$ cat config.mk
export PLATFORM = sky130hd
export DESIGN_NAME = decimal_line_summer
export DESIGN_NICKNAME = d
export VERILOG_FILES = /design/src/rtl/dls_pkg.sv /design/src/rtl/dls_front.sv /design/src/rtl/dls_queue.sv /design/src/rtl/dls_back.sv /design/src/rtl/decimal_line_summer.sv
export SDC_FILE = /design/constraint.sdc
export NUM_CORES = 1
export LEC_CHECK = 0
export BUFFER_PORTS_ARGS = -buffer_cell sky130_fd_sc_hd__clkbuf_2
export CORE_ASPECT_RATIO = 0.75
export CORE_MARGIN = 5
export CORE_UTILIZATION = 60
export CTS_BUF_LIST = sky130_fd_sc_hd__clkbuf_2
export CTS_CLUSTER_SIZE = 30
export DETAILED_ROUTE_END_ITERATION = 7
export PLACE_DENSITY_LB_ADDON = 0.1
export SKIP_CTS_REPAIR_TIMING = 1
export SLEW_MARGIN = 20
export SYNTH_ARGS = -nofsm -noshare
export SYNTH_HDL_FRONTEND = slang
export SYNTH_SLANG_ARGS = --single-unit
$ cat constraint.sdc
create_clock -name clk -period 11.75 [get_ports clk]
set_input_delay 0.5875 -clock clk [delete_from_list [all_inputs] [get_ports clk]]
set_output_delay 0.5875 -clock clk [all_outputs]
set_load 0.1 [all_outputs]
$ cat src/rtl/dls_pkg.sv
// ----------------------------------------------------------------------------
// dls_pkg
// Shared types and constants for the decimal line summer: byte classes,
// the token passed from the front end to the execution unit, status codes.
// ----------------------------------------------------------------------------
package dls_pkg;

  localparam int SUM_BITS    = 64;
  localparam int TOTAL_W     = 64;
  localparam int BYTE_W      = 8;
  localparam int STATUS_W    = 3;
  localparam int DIGIT_W     = 4;
  localparam int QUEUE_DEPTH = 4;
  localparam int QPTR_W      = $clog2(QUEUE_DEPTH);
  localparam int QCNT_W      = $clog2(QUEUE_DEPTH + 1);

  localparam logic [BYTE_W-1:0] CHAR_NUL   = 8'd0;
  localparam logic [BYTE_W-1:0] CHAR_LF    = 8'd10;
  localparam logic [BYTE_W-1:0] CHAR_CR    = 8'd13;
  localparam logic [BYTE_W-1:0] CHAR_SPACE = 8'd32;
  localparam logic [BYTE_W-1:0] CHAR_ZERO  = 8'd48;
  localparam logic [BYTE_W-1:0] CHAR_NINE  = 8'd57;

  localparam logic [STATUS_W-1:0] ST_OK       = 3'd0;
  localparam logic [STATUS_W-1:0] ST_NUM_OVF  = 3'd1;
  localparam logic [STATUS_W-1:0] ST_SUM_OVF  = 3'd2;
  localparam logic [STATUS_W-1:0] ST_BAD_CHAR = 3'd3;
  localparam logic [STATUS_W-1:0] ST_BAD_END  = 3'd4;
  localparam logic [STATUS_W-1:0] ST_NO_INPUT = 3'd5;

  typedef enum logic [2:0] {
    K_NUL   = 3'd0,
    K_LF    = 3'd1,
    K_CR    = 3'd2,
    K_SPACE = 3'd3,
    K_DIGIT = 3'd4,
    K_BAD   = 3'd5
  } kind_t;

  typedef struct packed {
    kind_t               kind;
    logic [DIGIT_W-1:0]  digit;
  } token_t;

endpackage

$ cat src/rtl/dls_front.sv
// ----------------------------------------------------------------------------
// dls_front
// Input handshake and byte classification. Each accepted byte becomes one
// token for the queue.
// ----------------------------------------------------------------------------
module dls_front (
  input  logic                         byte_valid,
  output logic                         byte_ready,
  input  logic [dls_pkg::BYTE_W-1:0]   byte_req,
  input  logic                         q_ready,
  output logic                         push,
  output dls_pkg::token_t              tok
);
  import dls_pkg::*;

  assign byte_ready = q_ready;
  assign push       = byte_valid && q_ready;

  always_comb begin
    tok.digit = byte_req[DIGIT_W-1:0];
    case (byte_req) inside
      CHAR_NUL:               tok.kind = K_NUL;
      CHAR_LF:                tok.kind = K_LF;
      CHAR_CR:                tok.kind = K_CR;
      CHAR_SPACE:             tok.kind = K_SPACE;
      [CHAR_ZERO:CHAR_NINE]:  tok.kind = K_DIGIT;
      default:                tok.kind = K_BAD;
    endcase
  end

endmodule

$ cat src/rtl/dls_queue.sv
// ----------------------------------------------------------------------------
// dls_queue
// Short token queue between the front end and the execution unit.
// ----------------------------------------------------------------------------
module dls_queue (
  input  logic                          clk,
  input  logic                          rst,
  input  logic                          push,
  input  dls_pkg::token_t               push_tok,
  output logic                          q_ready,
  input  logic                          pop,
  output logic                          tok_valid,
  output dls_pkg::token_t               head_tok,
  output logic [dls_pkg::QCNT_W-1:0]    count
);
  import dls_pkg::*;

  token_t              slots [QUEUE_DEPTH];
  logic [QPTR_W-1:0]   wr_ptr;
  logic [QPTR_W-1:0]   rd_ptr;

  assign q_ready   = (count != QCNT_W'(QUEUE_DEPTH));
  assign tok_valid = (count != '0);
  assign head_tok  = slots[rd_ptr];

  always_ff @(posedge clk) begin
    if (push) begin
      slots[wr_ptr] <= push_tok;
    end
  end

  always_ff @(posedge clk) begin
    if (rst) begin
      wr_ptr <= '0;
      rd_ptr <= '0;
      count  <= '0;
    end else begin
      if (push) begin
        wr_ptr <= wr_ptr + 1'b1;
      end
      if (pop) begin
        rd_ptr <= rd_ptr + 1'b1;
      end
      if (push && !pop) begin
        count <= count + 1'b1;
      end else if (pop && !push) begin
        count <= count - 1'b1;
      end
    end
  end

endmodule

$ cat src/rtl/dls_back.sv
// ----------------------------------------------------------------------------
// dls_back
// Execution unit. Runs the line parser on one token per cycle unless a result
// waits on a stalled output, builds the current number and the running sum, and
// holds the result in an output register.
// ----------------------------------------------------------------------------
module dls_back (
  input  logic                           clk,
  input  logic                           rst,
  input  logic                           tok_valid,
  input  dls_pkg::token_t                tok,
  output logic                           pop,
  output logic                           result_valid,
  input  logic                           result_ready,
  output logic [dls_pkg::STATUS_W-1:0]   status_code,
  output logic [dls_pkg::TOTAL_W-1:0]    total
);
  import dls_pkg::*;

  localparam logic [1:0] PH_SCAN = 2'd0;
  localparam logic [1:0] PH_CR   = 2'd1;
  localparam logic [1:0] PH_DROP = 2'd2;

  localparam logic [1:0] ERR_NONE = 2'd0;
  localparam logic [1:0] ERR_NUM  = 2'd1;
  localparam logic [1:0] ERR_SUM  = 2'd2;

  logic [1:0]           phase;
  logic [1:0]           phase_next;
  logic [SUM_BITS-1:0]  running_sum;
  logic [SUM_BITS-1:0]  running_sum_next;
  logic [SUM_BITS-1:0]  current_number;
  logic [SUM_BITS-1:0]  current_number_next;
  logic                 number_too_big;
  logic                 number_too_big_next;
  logic [1:0]           first_err;
  logic [1:0]           first_err_next;
  logic                 seen_digit;
  logic                 seen_digit_next;

  logic [SUM_BITS:0]    field_add;
  logic [SUM_BITS+3:0]  digit_acc;
  logic [1:0]           err_closed;
  logic [SUM_BITS-1:0]  sum_closed;
  logic [STATUS_W-1:0]  line_code;
  logic [STATUS_W-1:0]  emit_code;
  logic                 emit;
  logic                 clear_line;
  logic                 close_field;
  logic                 can_emit;

  always_comb begin
    field_add  = {1'b0, running_sum} + {1'b0, current_number};
    digit_acc  = ({4'b0, current_number} << 3) + ({4'b0, current_number} << 1)
               + (SUM_BITS + 4)'(tok.digit);
    err_closed = first_err;
    sum_closed = running_sum;
    if (first_err == ERR_NONE) begin
      if (number_too_big) begin
        err_closed = ERR_NUM;
      end else if (field_add[SUM_BITS]) begin
        err_closed = ERR_SUM;
      end else begin
        sum_closed = field_add[SUM_BITS-1:0];
      end
    end
    if (!seen_digit) begin
      line_code = ST_NO_INPUT;
    end else if (err_closed == ERR_NUM) begin
      line_code = ST_NUM_OVF;
    end else if (err_closed == ERR_SUM) begin
      line_code = ST_SUM_OVF;
    end else begin
      line_code = ST_OK;
    end
  end

  always_comb begin
    phase_next  = phase;
    emit        = 1'b0;
    emit_code   = ST_OK;
    clear_line  = 1'b0;
    close_field = 1'b0;
    case (phase)
      PH_CR: begin
        emit = 1'b1;
        if (tok.kind == K_LF) begin
          emit_code   = line_code;
          close_field = 1'b1;
          phase_next  = PH_DROP;
        end else if (tok.kind == K_NUL) begin
          emit_code  = ST_BAD_END;
          phase_next = PH_SCAN;
          clear_line = 1'b1;
        end else begin
          emit_code  = ST_BAD_END;
          phase_next = PH_DROP;
        end
      end
      PH_SCAN: begin
        case (tok.kind)
          K_NUL: begin
            emit       = 1'b1;
            emit_code  = line_code;
            clear_line = 1'b1;
          end
          K_LF: begin
            emit        = 1'b1;
            emit_code   = line_code;
            close_field = 1'b1;
            phase_next  = PH_DROP;
          end
          K_CR: begin
            phase_next = PH_CR;
          end
          K_SPACE: begin
            close_field = 1'b1;
          end
          K_DIGIT: begin
          end
          default: begin
            emit       = 1'b1;
            emit_code  = ST_BAD_CHAR;
            phase_next = PH_DROP;
          end
        endcase
      end
      default: begin
        if (tok.kind == K_NUL) begin
          phase_next = PH_SCAN;
          clear_line = 1'b1;
        end
      end
    endcase
  end

  always_comb begin
    running_sum_next    = running_sum;
    current_number_next = current_number;
    number_too_big_next = number_too_big;
    first_err_next      = first_err;
    seen_digit_next     = seen_digit;
    if (clear_line) begin
      running_sum_next    = '0;
      current_number_next = '0;
      number_too_big_next = 1'b0;
      first_err_next      = ERR_NONE;
      seen_digit_next     = 1'b0;
    end else if (close_field) begin
      running_sum_next    = sum_closed;
      first_err_next      = err_closed;
      current_number_next = '0;
      number_too_big_next = 1'b0;
    end else if (phase == PH_SCAN && tok.kind == K_DIGIT) begin
      seen_digit_next = 1'b1;
      if (!number_too_big) begin
        if (digit_acc[SUM_BITS+3:SUM_BITS] != 4'b0) begin
          number_too_big_next = 1'b1;
        end else begin
          current_number_next = digit_acc[SUM_BITS-1:0];
        end
      end
    end
  end

  assign can_emit = !result_valid || result_ready;
  assign pop      = tok_valid && (!emit || can_emit);

  always_ff @(posedge clk) begin
    if (rst) begin
      phase          <= PH_SCAN;
      running_sum    <= '0;
      current_number <= '0;
      number_too_big <= 1'b0;
      first_err      <= ERR_NONE;
      seen_digit     <= 1'b0;
    end else if (pop) begin
      phase          <= phase_next;
      running_sum    <= running_sum_next;
      current_number <= current_number_next;
      number_too_big <= number_too_big_next;
      first_err      <= first_err_next;
      seen_digit     <= seen_digit_next;
    end
  end

  always_ff @(posedge clk) begin
    if (rst) begin
      result_valid <= 1'b0;
    end else if (pop && emit) begin
      result_valid <= 1'b1;
    end else if (result_ready) begin
      result_valid <= 1'b0;
    end
  end

  always_ff @(posedge clk) begin
    if (pop && emit) begin
      status_code <= emit_code;
      total       <= (emit_code == ST_OK) ? TOTAL_W'(sum_closed) : '0;
    end
  end

endmodule

$ cat src/rtl/decimal_line_summer.sv
// ----------------------------------------------------------------------------
// decimal_line_summer
// Sums a line of space-separated ASCII decimal numbers, one byte per item,
// and reports one status and total per buffer line.
//
//   Channel   Handshake                    Payload
//   input     byte_valid / byte_ready      byte_req
//   output    result_valid / result_ready  status_code, total
//
// One byte is taken per cycle while the queue has room; the execution unit
// retires one token per cycle, paced by its multiply-by-ten add and sum add,
// unless a result waits on a stalled output. An accepted byte waits in a queue
// slot until popped, and its result is registered. A stalled output holds the
// queue only at a byte that produces a result; the queue keeps taking bytes
// until its four entries fill. Reset clears the queue, parser and result_valid.
// ----------------------------------------------------------------------------
module decimal_line_summer (
  input  logic                           clk,
  input  logic                           rst,
  input  logic                           byte_valid,
  output logic                           byte_ready,
  input  logic [dls_pkg::BYTE_W-1:0]     byte_req,
  output logic                           result_valid,
  input  logic                           result_ready,
  output logic [dls_pkg::STATUS_W-1:0]   status_code,
  output logic [dls_pkg::TOTAL_W-1:0]    total
);
  import dls_pkg::*;

  logic                push;
  logic                q_ready;
  logic                pop;
  logic                tok_valid;
  token_t              push_tok;
  token_t              head_tok;
  logic [QCNT_W-1:0]   q_count;

  dls_front u_front (
    .byte_valid (byte_valid),
    .byte_ready (byte_ready),
    .byte_req   (byte_req),
    .q_ready    (q_ready),
    .push       (push),
    .tok        (push_tok)
  );

  dls_queue u_queue (
    .clk       (clk),
    .rst       (rst),
    .push      (push),
    .push_tok  (push_tok),
    .q_ready   (q_ready),
    .pop       (pop),
    .tok_valid (tok_valid),
    .head_tok  (head_tok),
    .count     (q_count)
  );

  dls_back u_back (
    .clk          (clk),
    .rst          (rst),
    .tok_valid    (tok_valid),
    .tok          (head_tok),
    .pop          (pop),
    .result_valid (result_valid),
    .result_ready (result_ready),
    .status_code  (status_code),
    .total        (total)
  );

  a_err_total_zero: assert property (@(posedge clk) disable iff (rst)
    result_valid && status_code != ST_OK |-> total == '0)
    else $error("Error result carries a nonzero total.");

  a_status_range: assert property (@(posedge clk) disable iff (rst)
    result_valid |-> status_code <= ST_NO_INPUT)
    else $error("Status code out of range.");

  a_pop_nonempty: assert property (@(posedge clk) disable iff (rst)
    pop |-> q_count != '0)
    else $error("Token taken from an empty queue.");

  a_ready_full: assert property (@(posedge clk) disable iff (rst)
    !byte_ready |-> q_count == QCNT_W'(QUEUE_DEPTH))
    else $error("Input stalled while the queue has room.");

endmodule
# Word-level counts from Yosys, hierarchy flattened
# Memory sizes are Yosys's and may differ from the RTL's. A register that Yosys moved wholly into a read port is not among the register bits.
# Index checks and enable logic that the tools add are counted.
[word_totals]
ff_bits = 209
latchBits = 0
rom_bits = 0
mem_bits_rw = 28
wordCells = 127
memories = 1
output_inout_bits = 69
inputBits = 12
[memory_table]
columns = ["name", "words", "width", "read_ports", "rd_ports_with_merged_regs", "wr", "line_no", "rtl"]
rows = [
  ["u_queue.slots", 4, 7, 1, 1, 1, "dls_queue.sv:18", "token_t slots [QUEUE_DEPTH];"],
]
[classes]
eq_ne = 15
n_shift = 0
add_sub_neg = 7
reduce_logical = 35
mux = 55
multipliers = 0
div = 0
bitwise = 0
order_cmp = 2
[ops]
columns = ["cell", "n"]
rows = [
  ["$mux 64", 10],
  ["$add 67x65->68", 1],
  ["$add 68x4->68", 1],
  ["$add 64x64->65", 1],
  ["$mux 3", 9],
  ["$mux 2", 11],
  ["$mux 1", 19],
  ["$eq 8x4->1 const B", 2],
  ["$pmux 3 s2", 2],
  ["$reduce_bool 3->1", 3],
  ["$eq 8x6->1 const B", 1],
  ["$ge 8x6->1 const B", 1],
  ["$le 8x6->1 const B", 1],
  ["$logic_not 8->1", 1],
  ["$pmux 2 s2", 2],
  ["$reduce_bool 2->1", 4],
  ["$logic_and 1x1->1", 7],
  ["$eq 3x2->1 const B", 2],
  ["$logic_not 3->1", 2],
  ["$ne 3x3->1 const B", 2],
  ["$reduce_and 3->1", 2],
  ["$reduce_or 3->1", 2],
  ["$add 2x1->2 const B", 2],
  ["$eq 2x1->1 const B", 2],
  ["16 further kinds", 24],
]

# Logic depth before layout (Yosys ltp)
[logic_depth]
depth_word = 11
ltp_mapped = 18
mapped_depth_nobuf = 15

# Modules after synthesis
# From an unflattened synthesis, not the netlist that was laid out.
[unflattened]
hier_cells = 2013
area_unflattened_um2 = 17860.9
[modules_own_cells]
columns = ["mod", "cells_each", "seq_area_each_um2", "area_per_inst_um2", "instances"]
rows = [
  ["dls_back", 1906, 4714.5, 16260.6, 1],
  ["dls_queue", 82, 1021.0, 1443.9, 1],
  ["dls_front", 25, 0.0, 156.4, 1],
]

# Worst setup path before layout
# No wires, ideal clock.
[synth_path]
path_kind = "reg2reg"
from = "register (tool-made name)"
to = "register u_back.status_code[0] in the netlist's numbering (enable)"
arrival_ns = 6.507
path_buffers = 2
setup_time_ns = 0.577
stages_incl_launch_ff = 9
synth_period_minus_slack_ns = 7.084
slack_ns = 4.666
required_ns = 11.173
path_cell_list = "dfxtp_1 buf_6 mux4_2 or3b_1 a21oi_2 nor2_1 a21o_1 buf_2 nor3_1"
[synth_rtl]
columns = ["item", "line_no", "rtl"]
rows = [
  ["end signal, assigned", "dls_back.sv:199", "status_code <= emit_code;"],
  ["end, declared", "dls_back.sv:15", "output logic [dls_pkg::STATUS_W-1:0] status_code,"],
]

==> flow_metrics.tcl <==
set metrics [dict create \
    worstPathCellList "mux4_2, inv_1, fa_1, fa_1, nand2b_1, a21oi_1, o21ai_1, a211oi_1, o41ai_1, a2111oi_2, o21bai_1, a211o_1, a2111oi_4, buf_4, buf_4, mux2i_1" \
    routedWlPerCell_um 20.8 \
    initial_core_util_pct 60.8 \
    antenna_found_initial 4 \
    grt_max_degree 83 \
    synth_area_um2 18300 \
    grt_pass1_wl_mm 87.8 \
    synth_edf_count 95 \
    cts-buffers-inserted 59 \
    fin_crit_ns 6.93 \
    path_class "reg2reg" \
    routed_via_density 6.39 \
    end_kind "flop" \
    synth_cells 2169 \
    outcome "complete, no violations" \
    drc 0 \
    pin_count 81 \
    crit_slowest_cell "a2111oi_2" \
    hold_violations 0 \
    slew_headroom_pct 21.7 \
    max_stage_delay_ns 0.92 \
    ir_worst_vdd_uv 173 \
    multiInputGateArea_um2 12000 \
    htreeDepth 2 \
    grt_pass1_vias 16022 \
    core_um2 30100 \
    synth_area_leaders "dfxtp_1 16%, edfxtp_1 16%, ha_1 13%" \
    maxCapViolations 0 \
    clk_pin_slew_ns 0.11 \
    final.setup.tns_ns 0 \
    first_iter_violations 1669 \
    dp_hpwl_mm 41.5 \
    fin_crit_sh_pct 59.0 \
    ys_seq_area_share_pct 31.3 \
    drv_slew 0 \
    fin_nets 2434 \
    n_fill_cell 2615 \
    synthTopCellsByCount "338 x nand2_1, 212 x a21oi_1, 196 x ha_1" \
    syn_nets 2381 \
    cp_max_fo 33 \
    dp_slack_ns 4.87 \
    synth_area_per_cell_um2 8.45 \
    gp_congestion 0.974 \
    yosysMostFrequentCell "nand2_1" \
    drive_gt1_share_pct 9.77 \
    dp.cells 2552 \
    power.leakage_nw 8.79 \
    tightest_slew_ns 1.17 \
    cts_tree "done" \
    area_delta_synth_final_pct 6.85 \
    cts_buffer_depth 3 \
    fin_ws_ns 4.82 \
    clk_root_buffer_cell "clkbuf_2" \
    rows 55 \
    powerDensity_nw_per_um2 166 \
    cts_sinks 239 \
    synth_top_cell_area_share_pct 15.7 \
    ys.flop_type "dfxtp_1" \
    synth.largest_area_cell "dfxtp_1" \
    postRouteAntennaNets 0 \
    hold_class "in2reg" \
    worstPathArrival_ns 7.76 \
    dieArea_um2 34200 \
    synth_seq_cells 239 \
    worstPathRequired_ns 12.58 \
    seqCellArea_um2 5740 \
    dieWidth_um 212 \
    grt.total_usage_pct 31.7 \
    drt-total-wl_mm 55.6 \
    synthArstFlopShare_pct 0 \
    io_buffer_count 80 \
    setup_violations 0 \
    vias 17083 \
    insertion_delay_ns 1.02 \
    start_kind "flop" \
    p_total_mw 3.24 \
    finClkSkew_ns 0.134 \
    layout.cells.non_filler 2672 \
    die_h_um 161 \
    firstDrtPassIters 8 \
    yosysUniqueCellTypes 79 \
    yosysWarnings 0 \
    rsz0062_at_grt "false" \
    max_freq_mhz 144 \
    overflow 0 \
]
kinds of logic after synthesis:
kind of cell	count (synthesis)	synth area share, %
simple gates	726	18.1
compound gates	648	22.6
flops	239	31.3
fa+ha+maj	200	13.8
buf+inv	158	3.63
xor+xnor	111	5.30
mux	87	5.24
area by class of cell:
class / count / area share (%)
Antenna cell: 1 / 0.0128
Multi-Input combinational cell: 1772 / 61.1
Timing Repair Buffer: 103 / 3.03
Tap cell: 399 / 2.55
Inverter: 47 / 0.901
Sequential cell: 239 / 29.3
Clock buffer: 92 / 2.35
Clock inverter: 19 / 0.754
registers in the layout (all words and copies together), names as in the netlist, named ones only:
signal	cells
u_back.current_number	64
u_back.first_err	2
u_back.number_too_big	1
u_back.phase	2
u_back.result_valid	1
u_back.running_sum	64
u_back.seen_digit	1
u_back.status_code	3
u_back.total	64
u_queue.count	3
u_queue.rd_ptr	2
u_queue.slots	28
u_queue.wr_ptr	2
layer usage:
metal	up-vias	track usage, %	wire (um)
li1	8103	-	-
met1	8052	47.2	25600
met2	804	46.2	23100
met3	116	7.69	5650
met4	8	7.81	1180
met5	-	1.29	98
through the flow:
stage | instance area, um^2 | hold WS [ns] | utilization [%]
5_1_grt | 19600 | 0.0233 | 65.0
6_report | 19600 | 0.148 | 65.0
3_3_place_gp | 18900 | 0.465 | 62.7
4_1_cts | 19500 | -0.197 | 64.7
2_1_floorplan | 18300 | 0.450 | -
3_5_place_dp | 18900 | 0.478 | 62.7
path summary, 6_finish.rpt:
path	startpoint	endpoint	slack, ns	cells past startpoint
setup / recovery	flop	u_back.current_number[19]	4.82	16
hold / removal	byte_req[4]	u_queue.slots[3][5]	0.15	3
setup reg to reg	flop	u_back.current_number[19]	4.82	16
hold reg to reg	u_back.running_sum[47]	u_back.running_sum[47]	0.50	2
where the power goes:
group          total [mW]  switching [mW]  internal [mW]
clock               0.635           0.378          0.257
combinational        1.51            1.29          0.219
sequential           1.10          0.0604           1.04
total                3.24            1.73           1.52
placed cells by master (no fill, tap or decap), types with 32 or more instances in the layout:
cell,instances
nand2_1,337
a21oi_1,212
ha_1,196
clkbuf_2,172
dfxtp_1,144
nor2_1,128
o21ai_0,115
edfxtp_1,95
a21o_1,92
mux2i_1,79
xnor2_1,72
nand3_1,61
inv_1,47
xor2_1,39
nor3_1,38
nand4_1,34
o21bai_1,32
critical path: cells and delay by family (launching register included):
family	cells	cell delay [ns]
multiplexers	2	0.82
buffers and inverters	3	1.29
adder cells (fa/ha/maj)	2	0.93
AND/OR/NAND/NOR	1	0.20
flip-flops	1	0.61
AO/OA/AOI/OAI	8	2.92
Power figures use the tool's default switching activity.
